## config.mk

```make
export PLATFORM = sky130hd
export DESIGN_NAME = sha1_hash_engine_flat
export DESIGN_NICKNAME = d
export VERILOG_FILES = /design/src/hdl/sha1e_pkg.sv /design/src/hdl/sha1e_in_if.sv /design/src/hdl/sha1e_out_if.sv /design/src/hdl/sha1e_round.sv /design/src/hdl/sha1_hash_engine.sv /design/src/flat_wrapper.sv
export SDC_FILE = /design/constraint.sdc
export NUM_CORES = 2
export LEC_CHECK = 0
export ABC_AREA = 1
export BUFFER_PORTS_ARGS = -buffer_cell sky130_fd_sc_hd__buf_2
export CAP_MARGIN = 20
export CELL_PAD_IN_SITES_DETAIL_PLACEMENT = 0
export CELL_PAD_IN_SITES_GLOBAL_PLACEMENT = 1
export CORE_MARGIN = 2
export CORE_UTILIZATION = 30
export CTS_CLUSTER_DIAMETER = 150
export DETAILED_ROUTE_END_ITERATION = 8
export PLACE_DENSITY_LB_ADDON = 0.3
export SYNTH_ARGS = -nofsm -noshare
export SYNTH_HDL_FRONTEND = slang
export SYNTH_SLANG_ARGS = --single-unit
```

## constraint.sdc

```tcl
create_clock -name clk -period 11.68 [get_ports clk]
set_input_delay 2.336 -clock clk [delete_from_list [all_inputs] [get_ports clk]]
set_output_delay 2.336 -clock clk [all_outputs]
set_load 0.02 [all_outputs]
```

## src/hdl/sha1e_pkg.sv

```systemverilog
package sha1e_pkg;

  // Digest and block geometry
  localparam int unsigned WORD_W        = 32;
  localparam int unsigned DIGEST_WORDS  = 5;
  localparam int unsigned SCHED_WORDS   = 16;
  localparam int unsigned ROUNDS        = 80;
  localparam int unsigned ROUND_W       = 7;
  localparam int unsigned BLOCK_POS_W   = 9;
  localparam int unsigned LEN_FIELD_W   = 64;
  localparam int unsigned LENGTH_BITS_DEF = 64;

  // Length field starts at this bit of the last block
  localparam logic [BLOCK_POS_W-1:0] PAD_LIMIT = 9'd448;
  localparam logic [BLOCK_POS_W-1:0] LAST_POS  = 9'd511;

  // Request codes
  localparam logic REQ_DATA   = 1'b0;
  localparam logic REQ_FINISH = 1'b1;

  // Initial hash value
  localparam logic [WORD_W-1:0] IV [DIGEST_WORDS] = '{
    32'h67452301, 32'hEFCDAB89, 32'h98BADCFE, 32'h10325476, 32'hC3D2E1F0
  };

  // Round constants, one per group of twenty rounds
  localparam logic [WORD_W-1:0] K0 = 32'h5A827999;
  localparam logic [WORD_W-1:0] K1 = 32'h6ED9EBA1;
  localparam logic [WORD_W-1:0] K2 = 32'h8F1BBCDC;
  localparam logic [WORD_W-1:0] K3 = 32'hCA62C1D6;

  // Working variables a..e
  typedef struct packed {
    logic [WORD_W-1:0] a;
    logic [WORD_W-1:0] b;
    logic [WORD_W-1:0] c;
    logic [WORD_W-1:0] d;
    logic [WORD_W-1:0] e;
  } work_t;

  function automatic logic [WORD_W-1:0] rotl(input logic [WORD_W-1:0] x,
                                             input int unsigned n);
    return (x << n) | (x >> (WORD_W - n));
  endfunction

endpackage

```

## src/hdl/sha1e_in_if.sv

```systemverilog
interface sha1e_in_if;
  logic       valid;
  logic       ready;
  logic       req_type;
  logic [7:0] data_byte;
  logic [3:0] valid_bits;

  modport source (output valid, output req_type, output data_byte, output valid_bits,
                  input ready);
  modport sink   (input valid, input req_type, input data_byte, input valid_bits,
                  output ready);
endinterface

```

## src/hdl/sha1e_out_if.sv

```systemverilog
interface sha1e_out_if;
  logic        valid;
  logic        ready;
  logic [31:0] digest_word0;
  logic [31:0] digest_word1;
  logic [31:0] digest_word2;
  logic [31:0] digest_word3;
  logic [31:0] digest_word4;

  modport source (output valid, output digest_word0, output digest_word1,
                  output digest_word2, output digest_word3, output digest_word4,
                  input ready);
  modport sink   (input valid, input digest_word0, input digest_word1,
                  input digest_word2, input digest_word3, input digest_word4,
                  output ready);
endinterface

```

## src/hdl/sha1e_round.sv

```systemverilog
// One SHA-1 round: selects f and K by round group and forms the new a..e.
module sha1e_round (
  input  sha1e_pkg::work_t                         work_i,
  input  logic [sha1e_pkg::WORD_W-1:0]             w_i,
  input  logic [sha1e_pkg::ROUND_W-1:0]            round_i,
  output sha1e_pkg::work_t                         work_o
);

  logic [sha1e_pkg::WORD_W-1:0] f;
  logic [sha1e_pkg::WORD_W-1:0] k;
  logic [sha1e_pkg::WORD_W-1:0] t;

  // Round function and constant
  always_comb begin
    if (round_i < 7'd20) begin
      f = (work_i.b & work_i.c) | (~work_i.b & work_i.d);
      k = sha1e_pkg::K0;
    end else if (round_i < 7'd40) begin
      f = work_i.b ^ work_i.c ^ work_i.d;
      k = sha1e_pkg::K1;
    end else if (round_i < 7'd60) begin
      f = (work_i.b & work_i.c) | (work_i.b & work_i.d) | (work_i.c & work_i.d);
      k = sha1e_pkg::K2;
    end else begin
      f = work_i.b ^ work_i.c ^ work_i.d;
      k = sha1e_pkg::K3;
    end
  end

  assign t = sha1e_pkg::rotl(work_i.a, 5) + f + work_i.e + k + w_i;

  // Shift the working variables
  always_comb begin
    work_o.a = t;
    work_o.b = work_i.a;
    work_o.c = sha1e_pkg::rotl(work_i.b, 30);
    work_o.d = work_i.c;
    work_o.e = work_i.d;
  end

endmodule

```

## src/hdl/sha1_hash_engine.sv

```systemverilog
// Channel   Dir  Payload                               Transfer
// in_ch     in   req_type, data_byte, valid_bits       valid & ready
// out_ch    out  digest_word0 .. digest_word4          valid & ready
//
// A data byte is accepted in idle, then inserted, again when it straddles a 32-bit word;
// a full 512-bit block adds all ROUNDS rounds on the shared round unit and the chaining add.
// A finish accepts, inserts the end bit, pads, compresses and emits; if the end bit
// fills a block or the length needs an extra pad block, that block compresses first.
// Reset is synchronous, active low; the engine starts a fresh message.
// in_ch is ready only in idle; emit stalls only while the previous digest still waits.
module sha1_hash_engine #(
  parameter int unsigned LENGTH_BITS = sha1e_pkg::LENGTH_BITS_DEF
) (
  input  logic        clk,
  input  logic        rst_n,
  sha1e_in_if.sink    in_ch,
  sha1e_out_if.source out_ch
);

  typedef enum logic [5:0] {
    ST_IDLE     = 6'b000001,
    ST_INSERT   = 6'b000010,
    ST_COMPRESS = 6'b000100,
    ST_UPDATE   = 6'b001000,
    ST_PAD      = 6'b010000,
    ST_EMIT     = 6'b100000
  } state_t;

  localparam int unsigned WW = sha1e_pkg::WORD_W;
  localparam int unsigned NW = sha1e_pkg::SCHED_WORDS;
  localparam int unsigned DW = sha1e_pkg::DIGEST_WORDS;

  state_t                              state_r, state_nxt;
  logic [WW-1:0]                       chain_r [DW];
  logic [WW-1:0]                       chain_nxt [DW];
  sha1e_pkg::work_t                    work_r, work_nxt, work_rnd;
  logic [WW-1:0]                       sched_r [NW];
  logic [WW-1:0]                       sched_nxt [NW];
  logic [LENGTH_BITS-1:0]              bit_len_r, bit_len_nxt;
  logic [sha1e_pkg::ROUND_W-1:0]       round_r, round_nxt;
  logic [7:0]                          pend_data_r, pend_data_nxt;
  logic [3:0]                          pend_cnt_r, pend_cnt_nxt;
  logic                                fin_r, fin_nxt;
  logic                                extra_done_r, extra_done_nxt;
  logic                                len_done_r, len_done_nxt;
  logic                                out_valid_r, out_valid_nxt;
  logic                                out_load;
  logic [WW-1:0]                       digest_r [DW];

  logic [sha1e_pkg::BLOCK_POS_W-1:0]   pos;
  logic [3:0]                          wi;
  logic [4:0]                          off;
  logic [5:0]                          space;
  logic [3:0]                          take;
  logic [3:0]                          cnt_left;
  logic [WW-1:0]                       ins;
  logic                                fill;
  logic                                need_extra;
  logic [sha1e_pkg::LEN_FIELD_W-1:0]   len64;
  logic [3:0]                          n_in;
  logic [WW-1:0]                       w_new;

  // Bit placement in the block being filled
  assign pos        = bit_len_r[sha1e_pkg::BLOCK_POS_W-1:0];
  assign wi         = pos[8:5];
  assign off        = pos[4:0];
  assign space      = 6'd32 - {1'b0, off};
  assign take       = ({2'b00, pend_cnt_r} <= space) ? pend_cnt_r : space[3:0];
  assign cnt_left   = pend_cnt_r - take;
  assign ins        = {pend_data_r, 24'h000000} >> off;
  assign fill       = (wi == 4'hF) && (({1'b0, off} + {2'b00, take}) == 6'd32);
  assign need_extra = (pos >= sha1e_pkg::PAD_LIMIT) && (pos != sha1e_pkg::LAST_POS);
  assign len64      = sha1e_pkg::LEN_FIELD_W'(bit_len_r);
  assign n_in       = (in_ch.valid_bits > 4'd8) ? 4'd8 : in_ch.valid_bits;

  // Message schedule: next word from the fixed taps of the window
  assign w_new = sha1e_pkg::rotl(sched_r[13] ^ sched_r[8] ^ sched_r[2] ^ sched_r[0], 1);

  sha1e_round u_round (
    .work_i  (work_r),
    .w_i     (sched_r[0]),
    .round_i (round_r),
    .work_o  (work_rnd)
  );

  assign in_ch.ready         = (state_r == ST_IDLE);
  assign out_ch.valid        = out_valid_r;
  assign out_ch.digest_word0 = digest_r[0];
  assign out_ch.digest_word1 = digest_r[1];
  assign out_ch.digest_word2 = digest_r[2];
  assign out_ch.digest_word3 = digest_r[3];
  assign out_ch.digest_word4 = digest_r[4];

  // Sequencer
  always_comb begin
    state_nxt      = state_r;
    chain_nxt      = chain_r;
    work_nxt       = work_r;
    sched_nxt      = sched_r;
    bit_len_nxt    = bit_len_r;
    round_nxt      = round_r;
    pend_data_nxt  = pend_data_r;
    pend_cnt_nxt   = pend_cnt_r;
    fin_nxt        = fin_r;
    extra_done_nxt = extra_done_r;
    len_done_nxt   = len_done_r;
    out_valid_nxt  = out_valid_r && !out_ch.ready;
    out_load       = 1'b0;

    case (state_r)
      ST_IDLE: begin
        if (in_ch.valid) begin
          if (in_ch.req_type == sha1e_pkg::REQ_FINISH) begin
            fin_nxt       = 1'b1;
            pend_data_nxt = 8'h80;
            pend_cnt_nxt  = 4'd1;
            state_nxt     = ST_INSERT;
          end else if (n_in != 4'd0) begin
            pend_data_nxt = in_ch.data_byte & ~(8'hFF >> n_in);
            pend_cnt_nxt  = n_in;
            state_nxt     = ST_INSERT;
          end
        end
      end

      ST_INSERT: begin
        for (int i = 0; i < NW; i++) begin
          if (wi == 4'(i)) sched_nxt[i] = sched_r[i] | ins;
        end
        pend_data_nxt = pend_data_r << take;
        pend_cnt_nxt  = cnt_left;
        // the end-of-message bit does not count toward the length
        if (!fin_r) bit_len_nxt = bit_len_r + LENGTH_BITS'(take);
        if (fill) begin
          work_nxt  = {chain_r[0], chain_r[1], chain_r[2], chain_r[3], chain_r[4]};
          round_nxt = '0;
          state_nxt = ST_COMPRESS;
        end else if (cnt_left != 4'd0) begin
          state_nxt = ST_INSERT;
        end else if (fin_r) begin
          state_nxt = ST_PAD;
        end else begin
          state_nxt = ST_IDLE;
        end
      end

      ST_COMPRESS: begin
        work_nxt = work_rnd;
        for (int i = 0; i < NW - 1; i++) sched_nxt[i] = sched_r[i+1];
        sched_nxt[NW-1] = w_new;
        round_nxt = round_r + 7'd1;
        if (round_r == 7'(sha1e_pkg::ROUNDS - 1)) begin
          round_nxt = '0;
          state_nxt = ST_UPDATE;
        end
      end

      ST_UPDATE: begin
        chain_nxt[0] = chain_r[0] + work_r.a;
        chain_nxt[1] = chain_r[1] + work_r.b;
        chain_nxt[2] = chain_r[2] + work_r.c;
        chain_nxt[3] = chain_r[3] + work_r.d;
        chain_nxt[4] = chain_r[4] + work_r.e;
        for (int i = 0; i < NW; i++) sched_nxt[i] = '0;
        if (pend_cnt_r != 4'd0) begin
          state_nxt = ST_INSERT;
        end else if (fin_r) begin
          state_nxt = len_done_r ? ST_EMIT : ST_PAD;
        end else begin
          state_nxt = ST_IDLE;
        end
      end

      ST_PAD: begin
        // no room for the length after the end bit: compress a block first
        if (need_extra && !extra_done_r) begin
          extra_done_nxt = 1'b1;
        end else begin
          sched_nxt[NW-2] = len64[63:32];
          sched_nxt[NW-1] = len64[31:0];
          len_done_nxt    = 1'b1;
        end
        work_nxt  = {chain_r[0], chain_r[1], chain_r[2], chain_r[3], chain_r[4]};
        round_nxt = '0;
        state_nxt = ST_COMPRESS;
      end

      ST_EMIT: begin
        if (!out_valid_r || out_ch.ready) begin
          out_load       = 1'b1;
          out_valid_nxt  = 1'b1;
          for (int i = 0; i < DW; i++) chain_nxt[i] = sha1e_pkg::IV[i];
          bit_len_nxt    = '0;
          fin_nxt        = 1'b0;
          extra_done_nxt = 1'b0;
          len_done_nxt   = 1'b0;
          state_nxt      = ST_IDLE;
        end
      end

      default: begin
        state_nxt = ST_IDLE;
      end
    endcase
  end

  // Control and message state
  always_ff @(posedge clk) begin
    if (!rst_n) begin
      state_r      <= ST_IDLE;
      for (int i = 0; i < DW; i++) chain_r[i] <= sha1e_pkg::IV[i];
      for (int i = 0; i < NW; i++) sched_r[i] <= '0;
      bit_len_r    <= '0;
      round_r      <= '0;
      pend_cnt_r   <= '0;
      fin_r        <= 1'b0;
      extra_done_r <= 1'b0;
      len_done_r   <= 1'b0;
      out_valid_r  <= 1'b0;
    end else begin
      state_r      <= state_nxt;
      chain_r      <= chain_nxt;
      sched_r      <= sched_nxt;
      bit_len_r    <= bit_len_nxt;
      round_r      <= round_nxt;
      pend_cnt_r   <= pend_cnt_nxt;
      fin_r        <= fin_nxt;
      extra_done_r <= extra_done_nxt;
      len_done_r   <= len_done_nxt;
      out_valid_r  <= out_valid_nxt;
    end
  end

  // Datapath registers
  always_ff @(posedge clk) begin
    work_r      <= work_nxt;
    pend_data_r <= pend_data_nxt;
    if (out_load) digest_r <= chain_r;
  end

endmodule
```

## src/flat_wrapper.sv

```systemverilog
// flat-port wrapper written by rule: the top's interface ports become plain ports
module sha1_hash_engine_flat 
#(
  parameter int unsigned LENGTH_BITS = sha1e_pkg::LENGTH_BITS_DEF
)
  (clk, rst_n, in_ch_valid, in_ch_req_type, in_ch_data_byte, in_ch_valid_bits, in_ch_ready, out_ch_valid, out_ch_digest_word0, out_ch_digest_word1, out_ch_digest_word2, out_ch_digest_word3, out_ch_digest_word4, out_ch_ready);
  sha1e_in_if in_ch_i ();
  sha1e_out_if out_ch_i ();
  input  logic clk;
  input  logic rst_n;
  input wire logic [$bits(in_ch_i.valid)-1:0] in_ch_valid;
  input wire logic [$bits(in_ch_i.req_type)-1:0] in_ch_req_type;
  input wire logic [$bits(in_ch_i.data_byte)-1:0] in_ch_data_byte;
  input wire logic [$bits(in_ch_i.valid_bits)-1:0] in_ch_valid_bits;
  output wire logic [$bits(in_ch_i.ready)-1:0] in_ch_ready;
  output wire logic [$bits(out_ch_i.valid)-1:0] out_ch_valid;
  output wire logic [$bits(out_ch_i.digest_word0)-1:0] out_ch_digest_word0;
  output wire logic [$bits(out_ch_i.digest_word1)-1:0] out_ch_digest_word1;
  output wire logic [$bits(out_ch_i.digest_word2)-1:0] out_ch_digest_word2;
  output wire logic [$bits(out_ch_i.digest_word3)-1:0] out_ch_digest_word3;
  output wire logic [$bits(out_ch_i.digest_word4)-1:0] out_ch_digest_word4;
  input wire logic [$bits(out_ch_i.ready)-1:0] out_ch_ready;
  assign in_ch_i.valid = in_ch_valid;
  assign in_ch_i.req_type = in_ch_req_type;
  assign in_ch_i.data_byte = in_ch_data_byte;
  assign in_ch_i.valid_bits = in_ch_valid_bits;
  assign in_ch_ready = in_ch_i.ready;
  assign out_ch_valid = out_ch_i.valid;
  assign out_ch_digest_word0 = out_ch_i.digest_word0;
  assign out_ch_digest_word1 = out_ch_i.digest_word1;
  assign out_ch_digest_word2 = out_ch_i.digest_word2;
  assign out_ch_digest_word3 = out_ch_i.digest_word3;
  assign out_ch_digest_word4 = out_ch_i.digest_word4;
  assign out_ch_i.ready = out_ch_ready;
  sha1_hash_engine #(.LENGTH_BITS(LENGTH_BITS)) u_core (.clk(clk), .rst_n(rst_n), .in_ch(in_ch_i), .out_ch(out_ch_i));
endmodule
```

-- Yosys cells after proc, flatten, opt, wreduce, memory -nomap -nowiden
Index checks and enable logic that the tools add are counted.
- magnitude comparators: 6
- $add $sub $neg: 14
- multiply operators: 0
- mux-type cells: 69
- bitwise operators: 34
- shifts and indexed selects: 3
- equality and inequality tests: 49
- divide/modulo/power cells: 0
- reduce and logical (&&, ||, !) cells: 44
- operators with widths (kind ; number):
    448-bit case mux with 3 select lines ; 1
    32-bit 2-to-1 mux ; 21
    32-bit OR ; 19
    160-bit case mux with 3 select lines ; 1
    160-bit 2-to-1 mux ; 2
    160-bit case mux with 2 select lines ; 1
    32-bit adder ; 9
    64-bit case mux with 4 select lines ; 1
    64-bit 2-to-1 mux ; 3
    32-bit bitwise XOR ; 5
    32-bit bitwise AND ; 4
    64-bit case mux with 2 select lines ; 1
    64-bit by 4-bit adder with 64-bit output ; 1
    6-bit 2-to-1 mux ; 10
    2-bit by 1-bit inequality test with 1-bit output, second input constant ; 20
    6-bit case mux with 6 select lines ; 1
    4-bit equality test, second input constant ; 8
    32-bit NOT ; 1
    32-bit by 1-bit OR with 32-bit output ; 1
    32-bit by 30-bit OR with 32-bit output ; 1
    32-bit by 5-bit OR with 32-bit output ; 1
    2-bit AND reduction ; 16
    32-bit by 5-bit >> shifter with 32-bit output ; 1
    31-bit 2-to-1 mux ; 1
    other kinds (44) ; 89
- bits in latches: 0
- bits in read-only memories: 0
- memories: 0
- bits in writable memories: 0
- output and inout bits: 162
- bits in registers: 1085

-- Depth between registers and ports, before layout
- depth after elaboration: 11
- gate-level depth with buffers: 31
- gate-level depth less buffers: 29

-- Hierarchy
Synthesis repeated with hierarchy kept, for this count alone.
- cells, all modules: 8454
- area total of the unflattened synthesis: 63403.3 um2
- by module, submodules not included (module ; area an instance (um2) ; seq. area each (um2) ; instances ; cells an instance):
    sha1_hash_engine ; 56037.5 ; 25004.0 ; 1 ; 7401
    sha1e_round ; 7365.8 ; 0.0 ; 1 ; 1053

-- Worst setup path before layout
OpenSTA, ideal clock, no wires.
- path kind: in2reg
- start: input port out_ch_ready
- end: register u_core.bit_len_r[23]
- path slack: 1013 ps
- arrival: 10552 ps
- path buffers: 0
- stages: 6
- library setup time: 115 ps
- required time: 11565 ps
- cell sequence: nor2_1 > nor2_1 > nor2_1 > inv_1 > a21oi_1 > o21a_1
- longest elaborated chain between the ends: 3
- ends and longest elaborated chain (what ; RTL line ; text):
    start, declared ; flat_wrapper.sv:22 ; input wire logic [$bits(out_ch_i.ready)-1:0] out_ch_ready;
    1-bit logical OR ; sha1_hash_engine.sv:189 ; if (!out_valid_r || out_ch.ready) begin
    2-bit by 1-bit inequality test with 1-bit output (no source line) ; n/a ;
    3-bit AND reduction (no source line) ; n/a ;
    end signal, assigned ; sha1_hash_engine.sv:224 ; bit_len_r <= bit_len_nxt;
    end, declared ; sha1_hash_engine.sv:39 ; logic [LENGTH_BITS-1:0] bit_len_r, bit_len_nxt;
Every way passes these cells.
A chain may end at the register's enable or synchronous reset.

-- Worst setup path in the final report
- start: register u_core.bit_len_r[0]
- end: register u_core.work_r[102] (netlist bit), enable pin
- longest elaborated chain between the ends: 8
- ends and longest elaborated chain (what ; RTL line ; text):
    6-bit by 5-bit subtractor with 6-bit output ; sha1_hash_engine.sv:67 ; assign space = 6'd32 - {1'b0, off};
    4-bit by 6-bit <= comparator with 1-bit output ; sha1_hash_engine.sv:68 ; assign take = ({2'b00, pend_cnt_r} <= space) ? pend_cnt_r : space[3:0];
    4-bit 2-to-1 mux ; sha1_hash_engine.sv:68 ;
    5-bit by 4-bit adder with 6-bit output * ; sha1_hash_engine.sv:71 ; assign fill = (wi == 4'hF) && (({1'b0, off} + {2'b00, take}) == 6'd32);
    6-bit equality test * ; sha1_hash_engine.sv:71 ;
    1-bit logical AND * ; sha1_hash_engine.sv:71 ;
    2-bit by 1-bit inequality test with 1-bit output (no source line) * ; n/a ;
    2-bit AND reduction (no source line) * ; n/a ;
    end signal, assigned ; sha1_hash_engine.sv:236 ; work_r <= work_nxt;
    end, declared ; sha1_hash_engine.sv:36 ; sha1e_pkg::work_t work_r, work_nxt, work_rnd;
Every way passes the cells marked *; elsewhere a longest branch is shown, timed or not.

==> results.json <==
{
  "status": "finished, final reports clean",
  "clk_pin_slew_ns": 0.06,
  "drv_slew": 0,
  "insertion_delay_ns": 0.81,
  "timing.setup.tns_ns": 0,
  "dieArea_um2": 214000,
  "track_usage_pct": 24.3,
  "drc": 0,
  "setup_viol": 0,
  "synth-seq-cells": 1085,
  "routedWlPerCell_um": 23.7,
  "async_flop_share_pct": 0,
  "synth-edff-count": 328,
  "grt_start_max_net_pins": 209,
  "nets": 8701,
  "syn_area_per_cell_um2": 7.54,
  "first_pass_iters": 6,
  "cts.sink_count": 1085,
  "crit_path_start_kind": "register",
  "final_core_util_pct": 33.9,
  "ctsHoldBuffers": 0,
  "drt-initial-drc-count": 5858,
  "yosys_warnings": 0,
  "stdcell_area_um2": 70900,
  "post_drt_via_cell_ratio": 5.27,
  "dr_total_vias": 59300,
  "cp-end-kind": "register",
  "grt_pass1_wl_um": 386000,
  "start_util_pct": 30.1,
  "synthTopCellsByCount": "nand2_1 (1,492), a21oi_1 (1,344), o21ai_0 (996)",
  "synth.most_common_cell": "nand2_1",
  "syn2layout_area_growth_pct": 12.6,
  "synth_nets": 8730,
  "cap_violations": 0,
  "comb_power_share_pct": 15.5,
  "cpMaxStageDelayCell": "nand3_4",
  "switchingPower_uw": 3050,
  "synth_top_area_cell": "dfxtp_1",
  "die_y_um": 462,
  "hold_path_class": "register to register",
  "netlist_instances": 8358,
  "syn_area_um2": 63000,
  "coreArea_um2": 209000,
  "finalClockSkew_ns": 0.0280,
  "post_cts_resized": 0,
  "fin_crit_sh_pct": 58.3,
  "synthXorXnorAreaFrac_pct": 2.20,
  "place_congestion": 0.937,
  "synth-compound-area-share_pct": 23.8,
  "hpwl_um": 193000,
  "cp_common_cell": "inv_1",
  "clock_path_buffers": 3,
  "cts_tree": "yes",
  "fmax_ghz": 0.147,
  "grt-ovfl-total": 0,
  "leakage_uw": 0.0280,
  "clock_power_share_pct": 42.9,
  "internal-power_uw": 7010,
  "synth_top_area_share_pct": 24.1,
  "rows": 168,
  "seq_power_share_pct": 41.5,
  "antenna_left": 0,
  "routed_wl_um": 267000,
  "ir_drop_mv": 0.157,
  "ioPinCount": 179,
  "worst-setup-path-type": "register to register",
  "ys.flop_type": "dfxtp_1",
  "required_ns": 12.10,
  "port_buffers": 178,
  "postCtsSetupBuffers": 0,
  "slowest_delay_ns": 0.78,
  "synth_area_leaders": "dfxtp_1 (24%), edfxtp_1 (16%), a21oi_1 (11%)",
  "synth_cell_type_count": 63,
  "post_dp_cell_area_um2": 66300,
  "cts_inserted_buffers": 134,
  "rsz0062_at_grt": "false",
  "setup_ws_ns": 4.87,
  "grt_pass1_vias": 55700,
  "h-tree-depth": 4,
  "min_period_ns": 6.81,
  "synth-seq-area-share_pct": 39.7,
  "muxShareOfSynthArea_pct": 0.0159,
  "worst_pin_slew_ns": 1.10,
  "synth_top_family_by_area": "compound AO/OA/AOI/OAI gates",
  "arrival_ns": 7.23,
  "power.share.switching_pct": 30.3,
  "p_per_area_nw_per_um2": 142,
  "drive_gt1_share_pct": 6.91,
  "antenna_found_initial": 8,
  "crit_chain": "inv_1 -> ha_1 -> xnor2_1 -> inv_1 -> ha_1 -> nand2_1 -> inv_1 -> nand2_1 -> nand2_1 -> inv_1 -> nand3_2 -> o21ai_1 -> ha_1 -> fa_1 -> nor3_1 -> nand3_1 -> nor2_1 -> nand3_1 -> nand3_4 -> buf_12",
  "crit_path_max_fanout": 116,
  "die_width_um": 462,
  "cts_root_buf": "clkbuf_16",
  "hold_violations": 0,
  "relSlewSlack_pct": 26.4,
  "synth_fa_ha_area_share_pct": 8.50,
  "synthSimpleGateAreaFrac_pct": 17.9,
  "dp_slack_ns": 4.97
}
## metal layers
layer | vias up | part of all wire, % | track usage, %
li1 | 28500 | - | -
met1 | 28700 | 45 | 32.2
met2 | 1725 | 47 | 40.7
met3 | 356 | 4.6 | 3.03
met4 | 4 | 3.7 | 8.33
met5 | - | 0.0079 | 0
## logic make-up after synthesis
family,after synthesis
AOI/OAI and AO/OA,2799
xor gates and xnor gates,158
adders and majority gates,355
buffers and inverters,1282
DFF,1085
muxes,1
and+or+nand+nor,2678
## area by class of cell
class,count,area (µm²)
diodes,2,5.00
clock buffers,195,3910
clock inverters,52,623
fillers,22100,138000
inverters,867,3280
multi-input cells,5991,33100
flip-flops and latches,1085,25000
well taps,2805,3510
repair buffers,250,1520
## critical path: cells and delay by family (launching register included)
| family | cells | cell delay [ns] |
|---|---|---|
| buffers and inverters | 5 | 0.98 |
| adders and majority gates | 4 | 1.39 |
| xor gates and xnor gates | 1 | 0.14 |
| DFF | 1 | 0.76 |
| and+or+nand+nor | 9 | 2.26 |
| AOI/OAI and AO/OA | 1 | 0.65 |
## power groups by stage
| stage | combinational [µW] | clock, µW | sequential, µW |
|---|---|---|---|
| 2_1_floorplan | 1060 | 0 | 4190 |
| 3_3_place_gp | 1530 | 0 | 4250 |
| 3_5_place_dp | 1540 | 0 | 4250 |
| 4_1_cts | 1550 | 4420 | 4170 |
| 5_1_grt | 1740 | 4560 | 4190 |
| 6_report | 1560 | 4320 | 4180 |
## registers in the layout, summed over array words and instances, names as in the netlist
name                        cells
u_core.pend_data_r              8
u_core.out_ch.valid             1
u_core.out_ch.digest_word3     32
u_core.out_ch.digest_word0     32
u_core.work_r                 160
u_core.out_ch.digest_word1     32
u_core.pend_cnt_r               4
u_core.extra_done_r             1
u_core.bit_len_r               64
u_core.len_done_r               1
u_core.out_ch.digest_word4     32
u_core.fin_r                    1
u_core.out_ch.digest_word2     32
u_core.round_r                  7
u_core.chain_r                160
u_core.sched_r                512
u_core.state_r                  6
## cells in the final DEF (no fill, tap or decap), types with 120 or more instances in the layout
master / instances
buf_2: 177
nand3_1: 368
inv_1: 837
ha_1: 233
nor2_1: 521
clkbuf_16: 140
dfxtp_1: 757
nand2_1: 1492
a211oi_1: 120
a21oi_1: 1344
edfxtp_1: 328
fa_1: 122
o21ai_0: 996
## through the flow
step	power [µW]	hold WS (ns)	std cells
final	10100	0.455	11200
after detailed placement	5800	0.443	11000
after global routing	10500	0.483	11200
after CTS	10100	0.451	11200
after floorplan	5250	0.426	8358
after global placement	5780	0.433	11000
## worst paths after layout
path              slack [ns]            endpoint  cells after the start                start
hold / removal          0.45  u_core.sched_r[21]                      2   u_core.sched_r[21]
setup / recovery        4.87  u_core.work_r[102]                     20  u_core.bit_len_r[0]
hold reg to reg         0.45  u_core.sched_r[21]                      2   u_core.sched_r[21]
setup reg to reg        4.87  u_core.work_r[102]                     20  u_core.bit_len_r[0]
No activity file was read; power rests on OpenSTA's default activity.
